File: config.mk
export PLATFORM = sky130hd
export DESIGN_NAME = key_repeat_scheduler
export DESIGN_NICKNAME = d
export VERILOG_FILES = /design/src/sv/krs_pkg.sv /design/src/sv/krs_ctrl.sv /design/src/sv/krs_datapath.sv /design/src/sv/key_repeat_scheduler.sv
export SDC_FILE = /design/constraint.sdc
export NUM_CORES = 1
export LEC_CHECK = 0
export BUFFER_PORTS_ARGS = -buffer_cell sky130_fd_sc_hd__buf_2
export CAP_MARGIN = 20
export CORE_MARGIN = 2
export CORE_UTILIZATION = 50
export DETAILED_ROUTE_END_ITERATION = 10
export PLACE_DENSITY = 0.68
export REMOVE_ABC_BUFFERS = 1
export SYNTH_ARGS = -nofsm -noshare
export SYNTH_HDL_FRONTEND = slang
export SYNTH_SLANG_ARGS = --single-unit
export TNS_END_PERCENT = 5
File: constraint.sdc
create_clock -name clk_i -period 7.7 [get_ports clk_i]
set_input_delay 1.155 -clock clk_i [delete_from_list [all_inputs] [get_ports clk_i]]
set_output_delay 1.155 -clock clk_i [all_outputs]
set_load 0.005 [all_outputs]
File: src/sv/krs_pkg.sv
// Shared types and constants for the key repeat scheduler.
// Used by krs_ctrl, krs_datapath and key_repeat_scheduler; depends on nothing.
package krs_pkg;

  // Defaults and fixed sizes
  localparam int unsigned QueueDepthDef = 8;
  localparam int unsigned NumCodes      = 8;

  // Register reset values
  localparam logic [15:0] RepeatWaitRst   = 16'd83;
  localparam logic [15:0] ConsInitWaitRst = 16'd500;
  localparam logic [15:0] ConsRepWaitRst  = 16'd83;
  localparam logic [63:0] ConsCodesRst    = 64'd0;
  localparam logic [15:0] KbNoneRst       = 16'hFFFF;
  localparam logic [7:0]  ConsNoneRst     = 8'hFF;
  localparam logic [15:0] MaxIdRst        = 16'd10000;

  // Operation codes of an input item
  typedef enum logic [2:0] {
    FUNC_TICK       = 3'd0,
    FUNC_KB_SET     = 3'd1,
    FUNC_CS_SET     = 3'd2,
    FUNC_ADD_KEY    = 3'd3,
    FUNC_ADD_DOWNUP = 3'd4,
    FUNC_ADD_CS     = 3'd5,
    FUNC_START      = 3'd6,
    FUNC_CANCEL     = 3'd7
  } func_e;

  typedef enum logic [1:0] {
    EV_DOWN   = 2'd0,
    EV_UP     = 2'd1,
    EV_MODIFY = 2'd2,
    EV_OTHER  = 2'd3
  } ev_e;

  typedef enum logic [1:0] {
    KIND_KEY      = 2'd0,
    KIND_DOWNUP   = 2'd1,
    KIND_CONSUMER = 2'd2,
    KIND_ACK      = 2'd3
  } kind_e;

  // Configuration register indexes
  typedef enum logic [2:0] {
    CFG_REPEAT_WAIT    = 3'd0,
    CFG_CONS_INIT_WAIT = 3'd1,
    CFG_CONS_REP_WAIT  = 3'd2,
    CFG_CONS_CODES     = 3'd3,
    CFG_KB_NONE        = 3'd4,
    CFG_CONS_NONE      = 3'd5,
    CFG_MAX_ID         = 3'd6
  } cfg_idx_e;

  typedef enum logic [1:0] {
    ST_IDLE,
    ST_EXEC,
    ST_READ,
    ST_EMIT
  } state_e;

  // One queued repeat entry (60 bits)
  typedef struct packed {
    kind_e       kind;
    ev_e         ev;
    logic [31:0] flags;
    logic [15:0] key;
    logic [7:0]  kbtype;
  } entry_t;

  // Controller to datapath
  typedef struct packed {
    logic take;     // capture input item
    logic exec;     // apply the item to the state
    logic idx_clr;  // restart the emit walk
    logic idx_inc;  // next entry
    logic load;     // move read entry into the output register
  } ctl_cmd_t;

  // Datapath to controller
  typedef struct packed {
    logic is_start;
    logic will_fire;
    logic out_free;
    logic idx_last;
  } ctl_sts_t;

endpackage

File: src/sv/krs_ctrl.sv
// Controller state machine of the key repeat scheduler.
// Depends on krs_pkg; drives commands into krs_datapath.
module krs_ctrl
  import krs_pkg::*;
(
  input  logic     clk_i,
  input  logic     rst_ni,
  input  logic     in_valid_i,
  output logic     in_stall_o,
  input  ctl_sts_t sts_i,
  output ctl_cmd_t cmd_o
);

  state_e state_q, state_d;

  // State register
  always_ff @(posedge clk_i or negedge rst_ni) begin
    if (!rst_ni) begin
      state_q <= ST_IDLE;
    end else begin
      state_q <= state_d;
    end
  end

  // Next state and commands
  always_comb begin
    state_d    = state_q;
    cmd_o      = '0;
    in_stall_o = 1'b1;
    unique case (state_q)
      ST_IDLE: begin
        in_stall_o = 1'b0;
        if (in_valid_i) begin
          cmd_o.take = 1'b1;
          state_d    = ST_EXEC;
        end
      end
      ST_EXEC: begin
        // a start needs the output register for its acknowledge
        if (!sts_i.is_start || sts_i.out_free) begin
          cmd_o.exec    = 1'b1;
          cmd_o.idx_clr = 1'b1;
          state_d       = sts_i.will_fire ? ST_READ : ST_IDLE;
        end
      end
      ST_READ: begin
        state_d = ST_EMIT;
      end
      ST_EMIT: begin
        if (sts_i.out_free) begin
          cmd_o.load = 1'b1;
          if (sts_i.idx_last) begin
            state_d = ST_IDLE;
          end else begin
            cmd_o.idx_inc = 1'b1;
            state_d       = ST_READ;
          end
        end
      end
      default: state_d = ST_IDLE;
    endcase
  end

endmodule

File: src/sv/krs_datapath.sv
// Datapath of the key repeat scheduler: config registers, entry queue,
// countdown, repeat id and output register. Depends on krs_pkg.
module krs_datapath
  import krs_pkg::*;
#(
  parameter int unsigned QUEUE_DEPTH = QueueDepthDef
) (
  input  logic        clk_i,
  input  logic        rst_ni,
  // command and status
  input  ctl_cmd_t    cmd_i,
  output ctl_sts_t    sts_o,
  // input fields
  input  logic [2:0]  func_i,
  input  logic [1:0]  event_kind_i,
  input  logic [31:0] flags_i,
  input  logic [15:0] key_code_i,
  input  logic [7:0]  keyboard_type_i,
  input  logic [15:0] wait_ms_i,
  // output register
  output logic        out_valid_o,
  input  logic        out_stall_i,
  output logic [1:0]  out_kind_o,
  output logic [1:0]  out_event_kind_o,
  output logic [31:0] out_flags_o,
  output logic [15:0] out_key_code_o,
  output logic [7:0]  out_keyboard_type_o,
  output logic        is_repeat_o,
  output logic [15:0] repeat_id_o,
  output logic        last_o,
  // configuration
  input  logic        cfg_we_i,
  input  logic [2:0]  cfg_index_i,
  input  logic [63:0] cfg_wdata_i
);

  localparam int unsigned CntW = $clog2(QUEUE_DEPTH + 1);
  localparam int unsigned IdxW = (QUEUE_DEPTH > 1) ? $clog2(QUEUE_DEPTH) : 1;

  // Configuration registers
  logic [15:0] rep_wait_q, cons_init_q, cons_rep_q, kb_none_q, max_id_q;
  logic [63:0] cons_codes_q;
  logic [7:0]  cons_none_q;

  always_ff @(posedge clk_i or negedge rst_ni) begin
    if (!rst_ni) begin
      rep_wait_q   <= RepeatWaitRst;
      cons_init_q  <= ConsInitWaitRst;
      cons_rep_q   <= ConsRepWaitRst;
      cons_codes_q <= ConsCodesRst;
      kb_none_q    <= KbNoneRst;
      cons_none_q  <= ConsNoneRst;
      max_id_q     <= MaxIdRst;
    end else if (cfg_we_i) begin
      unique case (cfg_index_i)
        CFG_REPEAT_WAIT:    rep_wait_q   <= cfg_wdata_i[15:0];
        CFG_CONS_INIT_WAIT: cons_init_q  <= cfg_wdata_i[15:0];
        CFG_CONS_REP_WAIT:  cons_rep_q   <= cfg_wdata_i[15:0];
        CFG_CONS_CODES:     cons_codes_q <= cfg_wdata_i;
        CFG_KB_NONE:        kb_none_q    <= cfg_wdata_i[15:0];
        CFG_CONS_NONE:      cons_none_q  <= cfg_wdata_i[7:0];
        CFG_MAX_ID:         max_id_q     <= cfg_wdata_i[15:0];
        default: ;
      endcase
    end
  end

  // Captured input item
  func_e       func_q;
  ev_e         ev_q;
  logic [31:0] flags_q;
  logic [15:0] key_q;
  logic [7:0]  kbtype_q;
  logic [15:0] wait_q;

  always_ff @(posedge clk_i) begin
    if (cmd_i.take) begin
      func_q   <= func_e'(func_i);
      ev_q     <= ev_e'(event_kind_i);
      flags_q  <= flags_i;
      key_q    <= key_code_i;
      kbtype_q <= keyboard_type_i;
      wait_q   <= wait_ms_i;
    end
  end

  // Queue and timer state
  entry_t      mem_q [QUEUE_DEPTH];
  entry_t      rd_q;
  logic [CntW-1:0] count_q, count_d;
  logic [IdxW-1:0] idx_q;
  logic        has_cons_q, has_cons_d;
  kind_e       head_kind_q;
  logic [15:0] head_key_q;
  logic [15:0] cd_q, cd_d;
  logic        armed_q, armed_d;
  logic [15:0] id_q, id_next;
  logic [16:0] id_inc;

  // Key classification
  logic kb_none, cs_none, cs_rep, up_match;

  always_comb begin
    kb_none  = (key_q == kb_none_q);
    cs_none  = (key_q[15:8] == 8'd0) && (key_q[7:0] == cons_none_q);
    cs_rep   = 1'b0;
    for (int i = 0; i < NumCodes; i++) begin
      if (cons_codes_q[8*i +: 8] == key_q[7:0]) cs_rep = 1'b1;
    end
    cs_rep   = cs_rep && (key_q[15:8] == 8'd0);
    up_match = (count_q == CntW'(1)) && (head_kind_q != KIND_CONSUMER) &&
               (head_key_q == key_q);
  end

  // Id advance with wrap
  assign id_inc  = {1'b0, id_q} + 17'd1;
  assign id_next = (id_inc > {1'b0, max_id_q}) ? 16'd0 : id_inc[15:0];

  // Decode of the captured item into actions
  logic        do_clear, do_push, do_arm, do_fire, do_dec;
  kind_e       push_kind;
  ev_e         push_ev;
  logic [7:0]  push_kbtype;
  logic [15:0] arm_wait;

  always_comb begin
    do_clear    = 1'b0;
    do_push     = 1'b0;
    do_arm      = 1'b0;
    do_fire     = 1'b0;
    do_dec      = 1'b0;
    push_kind   = KIND_KEY;
    push_ev     = ev_q;
    push_kbtype = kbtype_q;
    arm_wait    = wait_q;
    unique case (func_q)
      FUNC_TICK: begin
        if (armed_q) begin
          if (cd_q <= 16'd1) do_fire = 1'b1;
          else do_dec = 1'b1;
        end
      end
      FUNC_KB_SET: begin
        if (!kb_none) begin
          if (ev_q == EV_DOWN) begin
            do_clear = 1'b1;
            do_push  = 1'b1;
            do_arm   = 1'b1;
          end else if (ev_q == EV_UP) begin
            do_clear = up_match;
          end else begin
            do_clear = 1'b1;
          end
        end
      end
      FUNC_CS_SET: begin
        if (!cs_none) begin
          do_clear = 1'b1;
          if (ev_q == EV_DOWN && cs_rep) begin
            do_push     = 1'b1;
            do_arm      = 1'b1;
            push_kind   = KIND_CONSUMER;
            push_kbtype = 8'd0;
            arm_wait    = cons_init_q;
          end
        end
      end
      FUNC_ADD_KEY: begin
        do_push = !kb_none;
      end
      FUNC_ADD_DOWNUP: begin
        do_push   = !kb_none;
        push_kind = KIND_DOWNUP;
        push_ev   = EV_DOWN;
      end
      FUNC_ADD_CS: begin
        do_push     = !cs_none;
        push_kind   = KIND_CONSUMER;
        push_kbtype = 8'd0;
      end
      FUNC_START: begin
        do_arm = 1'b1;
      end
      FUNC_CANCEL: begin
        do_clear = 1'b1;
      end
    endcase
  end

  // Queue bookkeeping
  logic [CntW-1:0] base_cnt;
  logic            push_ok;
  entry_t          push_entry;

  always_comb begin
    base_cnt   = do_clear ? '0 : count_q;
    push_ok    = do_push && (base_cnt < CntW'(QUEUE_DEPTH));
    push_entry = '{kind: push_kind, ev: push_ev, flags: flags_q,
                   key: key_q, kbtype: push_kbtype};
    count_d    = push_ok ? base_cnt + CntW'(1) : base_cnt;
    has_cons_d = (has_cons_q && !do_clear) ||
                 (push_ok && push_kind == KIND_CONSUMER);
  end

  // Timer update: arming wins over a clear in the same item
  always_comb begin
    cd_d    = cd_q;
    armed_d = armed_q;
    priority if (do_arm) begin
      cd_d    = arm_wait;
      armed_d = 1'b1;
    end else if (do_fire) begin
      cd_d    = has_cons_q ? cons_rep_q : rep_wait_q;
      armed_d = 1'b1;
    end else if (do_dec) begin
      cd_d = cd_q - 16'd1;
    end else if (do_clear) begin
      armed_d = 1'b0;
    end
  end

  always_ff @(posedge clk_i or negedge rst_ni) begin
    if (!rst_ni) begin
      count_q    <= '0;
      has_cons_q <= 1'b0;
      cd_q       <= '0;
      armed_q    <= 1'b0;
      id_q       <= '0;
      idx_q      <= '0;
    end else begin
      if (cmd_i.exec) begin
        count_q    <= count_d;
        has_cons_q <= has_cons_d;
        cd_q       <= cd_d;
        armed_q    <= armed_d;
        if (do_arm) id_q <= id_next;
      end
      if (cmd_i.idx_clr) begin
        idx_q <= '0;
      end else if (cmd_i.idx_inc) begin
        idx_q <= idx_q + IdxW'(1);
      end
    end
  end

  // Entry memory: one write port, one registered read port
  always_ff @(posedge clk_i) begin
    if (cmd_i.exec && push_ok) begin
      mem_q[base_cnt[IdxW-1:0]] <= push_entry;
    end
    rd_q <= mem_q[idx_q];
  end

  // Shadow of the head entry for the key-up match
  always_ff @(posedge clk_i) begin
    if (cmd_i.exec && push_ok && base_cnt == '0) begin
      head_kind_q <= push_kind;
      head_key_q  <= key_q;
    end
  end

  // Output register
  logic        out_valid_q;
  kind_e       out_kind_q;
  logic [1:0]  out_ev_q;
  logic [31:0] out_flags_q;
  logic [15:0] out_key_q, out_id_q;
  logic [7:0]  out_kbtype_q;
  logic        out_rep_q, out_last_q;
  logic        out_free, ack_load, idx_last;

  assign out_free = !out_valid_q || !out_stall_i;
  assign ack_load = cmd_i.exec && (func_q == FUNC_START);
  assign idx_last = ((CntW'(idx_q) + CntW'(1)) == count_q);

  always_ff @(posedge clk_i or negedge rst_ni) begin
    if (!rst_ni) begin
      out_valid_q <= 1'b0;
    end else if (ack_load || cmd_i.load) begin
      out_valid_q <= 1'b1;
    end else if (!out_stall_i) begin
      out_valid_q <= 1'b0;
    end
  end

  always_ff @(posedge clk_i) begin
    if (ack_load) begin
      out_kind_q   <= KIND_ACK;
      out_ev_q     <= 2'd0;
      out_flags_q  <= '0;
      out_key_q    <= '0;
      out_kbtype_q <= '0;
      out_rep_q    <= 1'b0;
      out_id_q     <= id_next;
      out_last_q   <= 1'b1;
    end else if (cmd_i.load) begin
      out_kind_q   <= rd_q.kind;
      out_ev_q     <= rd_q.ev;
      out_flags_q  <= rd_q.flags;
      out_key_q    <= rd_q.key;
      out_kbtype_q <= rd_q.kbtype;
      out_rep_q    <= (rd_q.kind != KIND_DOWNUP) && (count_q == CntW'(1));
      out_id_q     <= id_q;
      out_last_q   <= idx_last;
    end
  end

  assign out_valid_o         = out_valid_q;
  assign out_kind_o          = out_kind_q;
  assign out_event_kind_o    = out_ev_q;
  assign out_flags_o         = out_flags_q;
  assign out_key_code_o      = out_key_q;
  assign out_keyboard_type_o = out_kbtype_q;
  assign is_repeat_o         = out_rep_q;
  assign repeat_id_o         = out_id_q;
  assign last_o              = out_last_q;

  // Status to the controller
  always_comb begin
    sts_o.is_start  = (func_q == FUNC_START);
    sts_o.will_fire = (func_q == FUNC_TICK) && armed_q && (cd_q <= 16'd1) &&
                      (count_q != '0);
    sts_o.out_free  = out_free;
    sts_o.idx_last  = idx_last;
  end

`ifndef ASSERT_OFF
  a_count_bound: assert property (@(posedge clk_i) disable iff (!rst_ni)
    count_q <= CntW'(QUEUE_DEPTH))
    else $error("entry count above queue depth");

  a_load_free: assert property (@(posedge clk_i) disable iff (!rst_ni)
    (cmd_i.load || ack_load) |-> out_free)
    else $error("output register overwritten while holding a result");

  a_ack_out: assert property (@(posedge clk_i) disable iff (!rst_ni)
    ack_load |=> (out_valid_q && out_kind_q == KIND_ACK && out_last_q))
    else $error("start did not produce a final acknowledge");

  a_walk_bound: assert property (@(posedge clk_i) disable iff (!rst_ni)
    cmd_i.idx_inc |-> (CntW'(idx_q) + CntW'(1) < count_q))
    else $error("emit walk past the last entry");
`endif

endmodule

File: src/sv/key_repeat_scheduler.sv
// Key auto-repeat engine, top level.
// Input channel: in_valid_i/in_stall_o with func, event kind, flags, key
// code, keyboard type and wait; one item per millisecond tick or event.
// Output channel: out_valid_o/out_stall_i; last_o marks the final result
// of an item. Configuration: cfg_we_i writes cfg_wdata_i into register
// cfg_index_i; the user must write only while the block is idle, as the
// block itself does not enforce this. Timing: an item is taken in the
// idle state and applied in the exec state, where a start waits until
// the output register is free; its acknowledge is registered into the
// output register as it is applied. A firing tick walks the queue through
// the entry memory's single read port, a read and an emit state per entry.
// The last result of an item may still sit in the output register while
// the next item is accepted; the controller waits before overwriting it,
// so a stalled receiver holds the walk in place without losing results.
// Reset: configuration takes its defaults, the queue is empty, the timer
// is disarmed and the repeat id is zero. Queue entries have no reset.
// Depends on krs_pkg, krs_ctrl and krs_datapath.
module key_repeat_scheduler
  import krs_pkg::*;
#(
  parameter int unsigned QUEUE_DEPTH = QueueDepthDef
) (
  input  logic        clk_i,
  input  logic        rst_ni,
  input  logic        in_valid_i,
  output logic        in_stall_o,
  input  logic [2:0]  func_i,
  input  logic [1:0]  event_kind_i,
  input  logic [31:0] flags_i,
  input  logic [15:0] key_code_i,
  input  logic [7:0]  keyboard_type_i,
  input  logic [15:0] wait_ms_i,
  output logic        out_valid_o,
  input  logic        out_stall_i,
  output logic [1:0]  out_kind_o,
  output logic [1:0]  out_event_kind_o,
  output logic [31:0] out_flags_o,
  output logic [15:0] out_key_code_o,
  output logic [7:0]  out_keyboard_type_o,
  output logic        is_repeat_o,
  output logic [15:0] repeat_id_o,
  output logic        last_o,
  input  logic        cfg_we_i,
  input  logic [2:0]  cfg_index_i,
  input  logic [63:0] cfg_wdata_i
);

  ctl_cmd_t cmd;
  ctl_sts_t sts;

  krs_ctrl u_ctrl (
    .clk_i      (clk_i),
    .rst_ni     (rst_ni),
    .in_valid_i (in_valid_i),
    .in_stall_o (in_stall_o),
    .sts_i      (sts),
    .cmd_o      (cmd)
  );

  krs_datapath #(
    .QUEUE_DEPTH (QUEUE_DEPTH)
  ) u_datapath (
    .clk_i               (clk_i),
    .rst_ni              (rst_ni),
    .cmd_i               (cmd),
    .sts_o               (sts),
    .func_i              (func_i),
    .event_kind_i        (event_kind_i),
    .flags_i             (flags_i),
    .key_code_i          (key_code_i),
    .keyboard_type_i     (keyboard_type_i),
    .wait_ms_i           (wait_ms_i),
    .out_valid_o         (out_valid_o),
    .out_stall_i         (out_stall_i),
    .out_kind_o          (out_kind_o),
    .out_event_kind_o    (out_event_kind_o),
    .out_flags_o         (out_flags_o),
    .out_key_code_o      (out_key_code_o),
    .out_keyboard_type_o (out_keyboard_type_o),
    .is_repeat_o         (is_repeat_o),
    .repeat_id_o         (repeat_id_o),
    .last_o              (last_o),
    .cfg_we_i            (cfg_we_i),
    .cfg_index_i         (cfg_index_i),
    .cfg_wdata_i         (cfg_wdata_i)
  );

endmodule
==> summary.txt <==
leakage dissipation: 14.6 nW
share of total power in combinational logic: 11.2%
buffers from clock root to sink, at most: 3
global-route wire length before repair: 117,000 um
part of the total power dissipated in the clock network: 37.3%
Worst Hold Endpoint: u_datapath.out_flags_o[9]
Routed Antenna Nets: 0
detailed placer's ending HPWL: 45,000 um
area occupied by registers: 25,200 um^2
count of endpoints failing hold in the final timing report: 0
number of global-route vias before repair: 20,000
transition at the pin with the smallest max-transition slack: 1.15 ns
power per cell area: 296 nW/um^2
number of detailed-routing iterations run before antenna repair: 5
period utilisation layout: 59.3%
synthesized flop and latch total: 909
power spent charging and discharging nets: 3.02 mW
result of the run: finished, final reports clean
ratio of cells with drive above 1 in the final layout: 32.6%
Clock transition at path regs: 0.06 ns
cell taking the most area after synthesis: edfxtp_1
switch share: 24.9%
leading post-synthesis cells by cell area: edfxtp_1 50%, dfrtp_1 11%, mux4_2 7.6%
count of pins over their slew limit: 0
count of hold-fix buffers inserted at cts: 0
number of buffers added for setup after CTS: 0
number of I/O pins: 229
clk sink count: 909
most used flip-flop cell after synthesis: edfxtp_1
largest net degree at the start of global routing: 83
worst setup path class: reg -> reg
EDFF count, synth: 591
internal reg-to-reg setup slack: 3.13 ns
async set or reset register ratio after synthesis: 21.6%
worst setup slack after layout: 3.13 ns
TritonCTS clock tree: yes
start point of the worst min-delay path: u_datapath.rd_q[33]
worst-skew pair later-pin latency: 0.66 ns
gate count of the mapped netlist: 2,155
portion of total power attributed to sequential cells: 51.5%
aggregate negative setup slack: 0 ns
longest individual stage delay on the worst path: 0.67 ns
part of the Yosys area used for sequential elements: 70.4%
length in cells of the worst reg-to-reg path: 14
CP arrival: 5.08 ns
wire length after detailed routing: 76,400 um
starting density of the core: 50.2%
relative max-transition margin: 23.6%
cell with the largest stage delay on the worst path: nor2_1
full die area: 73,600 um^2
multi-input gate area in the final layout: 10,100 um^2
top fanout value on the critical path: 13
number of distinct library cells after synthesis: 72
CTS HTree Levels: 3
internal power contribution: 9.14 mW
Max Fclk: 219 MHz
average wire per cell in the routed design: 22.3 um
Routability Congestion: 0.841
worst clock skew: 0.0306 ns
Inserted Clock Buffers: 94
antenna violations before repair: 1
ordered cell list for the critical path: ha_1, nand3_2, or3_4, nor2_4, and2_1, nand4_1, xnor2_1, ha_1, a211o_1, nor4_1, a211o_1, nand2_2, nor2_1, mux2_2
Crit path required time: 8.21 ns
Post-Syn Area per Cell: 16.6 um^2
terminus of the critical flop-to-flop path: u_datapath.repeat_id_o[0]
number of fill cells: 5,447
GRT Overall Usage: 20.8%
Antenna Cells: 0
endpoint type of the worst setup path: flip-flop
RSZ-0062 raised after global routing: false
Setup Slack @ Placement: 3.22 ns
Final Net Count: 2,567
FF-to-FF Start: u_datapath.id_q[0]
max-cap violation count: 0
number of synthesis warnings: 0
horizontal die dimension: 271 um
GRT overflow: 0
number of cells traversed by the worst hold path: 2
Rows: 98
detailed-route via count: 19,000
post-synth top area share: 49.7%
worst min path class: reg -> reg
synthesis-to-finish area growth: 15.0%
drc violations: 0
CP Launch Type: flip-flop
shortest period the worst path allows: 4.57 ns
Fin Hold WS: 0.430 ns
count of final setup violators: 0
# resized after CTS: 0
Buffers & Inverters on Critical Path: 0
Clock Tree Root: clkbuf_16
maximum ir drop on the vdd rail: 241 uV
height of the die: 271 um
overall power after layout: 12.2 mW
number of buffers added on ports: 228
core region area: 71,100 um^2
cell area after technology mapping: 35,700 um^2
Worst path top cell family by delay: simple AND/OR/NAND/NOR gates
Iter 0 DRT Violations: 1,284
average via count per standard cell: 5.55
[worst max path at each step]
stage / startpoint / end / slack (ns) / depth (start not counted)
2_1_floorplan: u_datapath.key_q[5] / u_datapath.mem_q[5][0] / 0.53 / 8
3_3_place_gp: u_datapath.id_q[0] / u_datapath.repeat_id_o[0] / 3.38 / 17
3_5_place_dp: u_datapath.key_q[6] / u_datapath.mem_q[3][14] / 3.22 / 10
4_1_cts: u_datapath.key_q[6] / u_datapath.mem_q[3][39] / 3.16 / 10
5_1_grt: u_datapath.id_q[0] / u_datapath.repeat_id_o[0] / 2.71 / 14
6_report: u_datapath.id_q[0] / u_datapath.repeat_id_o[0] / 3.13 / 14
[registers in the layout, summed over array words and instances, names as in the netlist, 32 cells and up]
name	count
u_datapath.cons_codes_q	64
u_datapath.flags_q	32
u_datapath.mem_q	480
u_datapath.out_flags_o	32
u_datapath.rd_q	60
[synthesized netlist by cell type, drive strengths merged, types with 4 or more instances]
library cell / instances
edfxtp: 591
mux2: 215
nand2: 198
dfrtp: 153
dfxtp: 122
mux4: 120
clkbuf: 74
xor2: 70
xnor2: 68
a21oi: 66
nor2: 45
o21ai: 44
dfstp: 43
inv: 42
buf: 39
o211ai: 28
nand3: 23
ha: 22
nor4: 22
a221o: 18
nand4: 18
and3: 17
mux2i: 16
nor3: 14
nor2b: 10
nor3b: 9
a211o: 5
and2: 5
nand2b: 5
a31oi: 4
o2111ai: 4
o21a: 4
or2: 4
[power groups by stage]
stage	clock (mW)	sequential, mW	combinational (mW)
after floorplan	0	6.22	0.958
after global placement	0	6.33	1.32
after detailed placement	0	6.36	1.36
after CTS	4.64	6.26	1.37
after global routing	4.84	6.32	1.50
final	4.54	6.26	1.36
[cell families after synthesis]
kind of cell	synth area share (%)
DFF	70.4
and+or+nand+nor	5.30
muxes	14.8
AOI/OAI and AO/OA	3.58
buffers and inverters	1.80
xor gates and xnor gates	3.38
adders and majority gates	0.770
[worst register-to-register path: stages (launching register included)]
cell and delay [ns]:
dfrtp_1 0.44, ha_1 0.27, nand3_2 0.15, or3_4 0.46
nor2_4 0.15, and2_1 0.20, nand4_1 0.13, xnor2_1 0.21
ha_1 0.30, a211o_1 0.30, nor4_1 0.33, a211o_1 0.32
nand2_2 0.22, nor2_1 0.67, mux2_2 0.29
[cells in the final DEF, fill, tap and decap left out, types with 42 or more instances in the layout]
master and count:
mux2_2 215, xor2_1 70, xnor2_1 68, buf_2 227, nand2_1 197, mux4_2 120, dfxtp_1 122, dfrtp_1 150
a21oi_1 66, dfstp_2 43, edfxtp_1 591, clkbuf_16 94, inv_1 42
[per-stage QoR]
step                cells  cell area (um^2)  util [%]
CTS                  3421             41000      57.7
detailed placement   3246             37900      53.3
global route         3425             41100      57.8
global placement     3246             37900      53.3
floorplan            2042             35200         -
finish               3425             41100      57.8
[final cells by class]
cell class,instances,area share [%]
clock buffers,129,6.16
clock inverters,46,1.44
inverters,42,0.384
multi-input cells,1091,24.5
flip-flops and latches,909,61.2
well taps,950,2.89
repair buffers,258,3.44
[per-layer routing]
metal  vias up  wire length (um)  global-route usage (%)
met5         -                13                       0
met4         2              1670                    6.48
met3       116              3880                    3.50
met2       511             38000                    35.2
met1      9768             32900                    27.7
li1       8626                 -                       -
No activity file was read; power rests on OpenSTA's default activity.
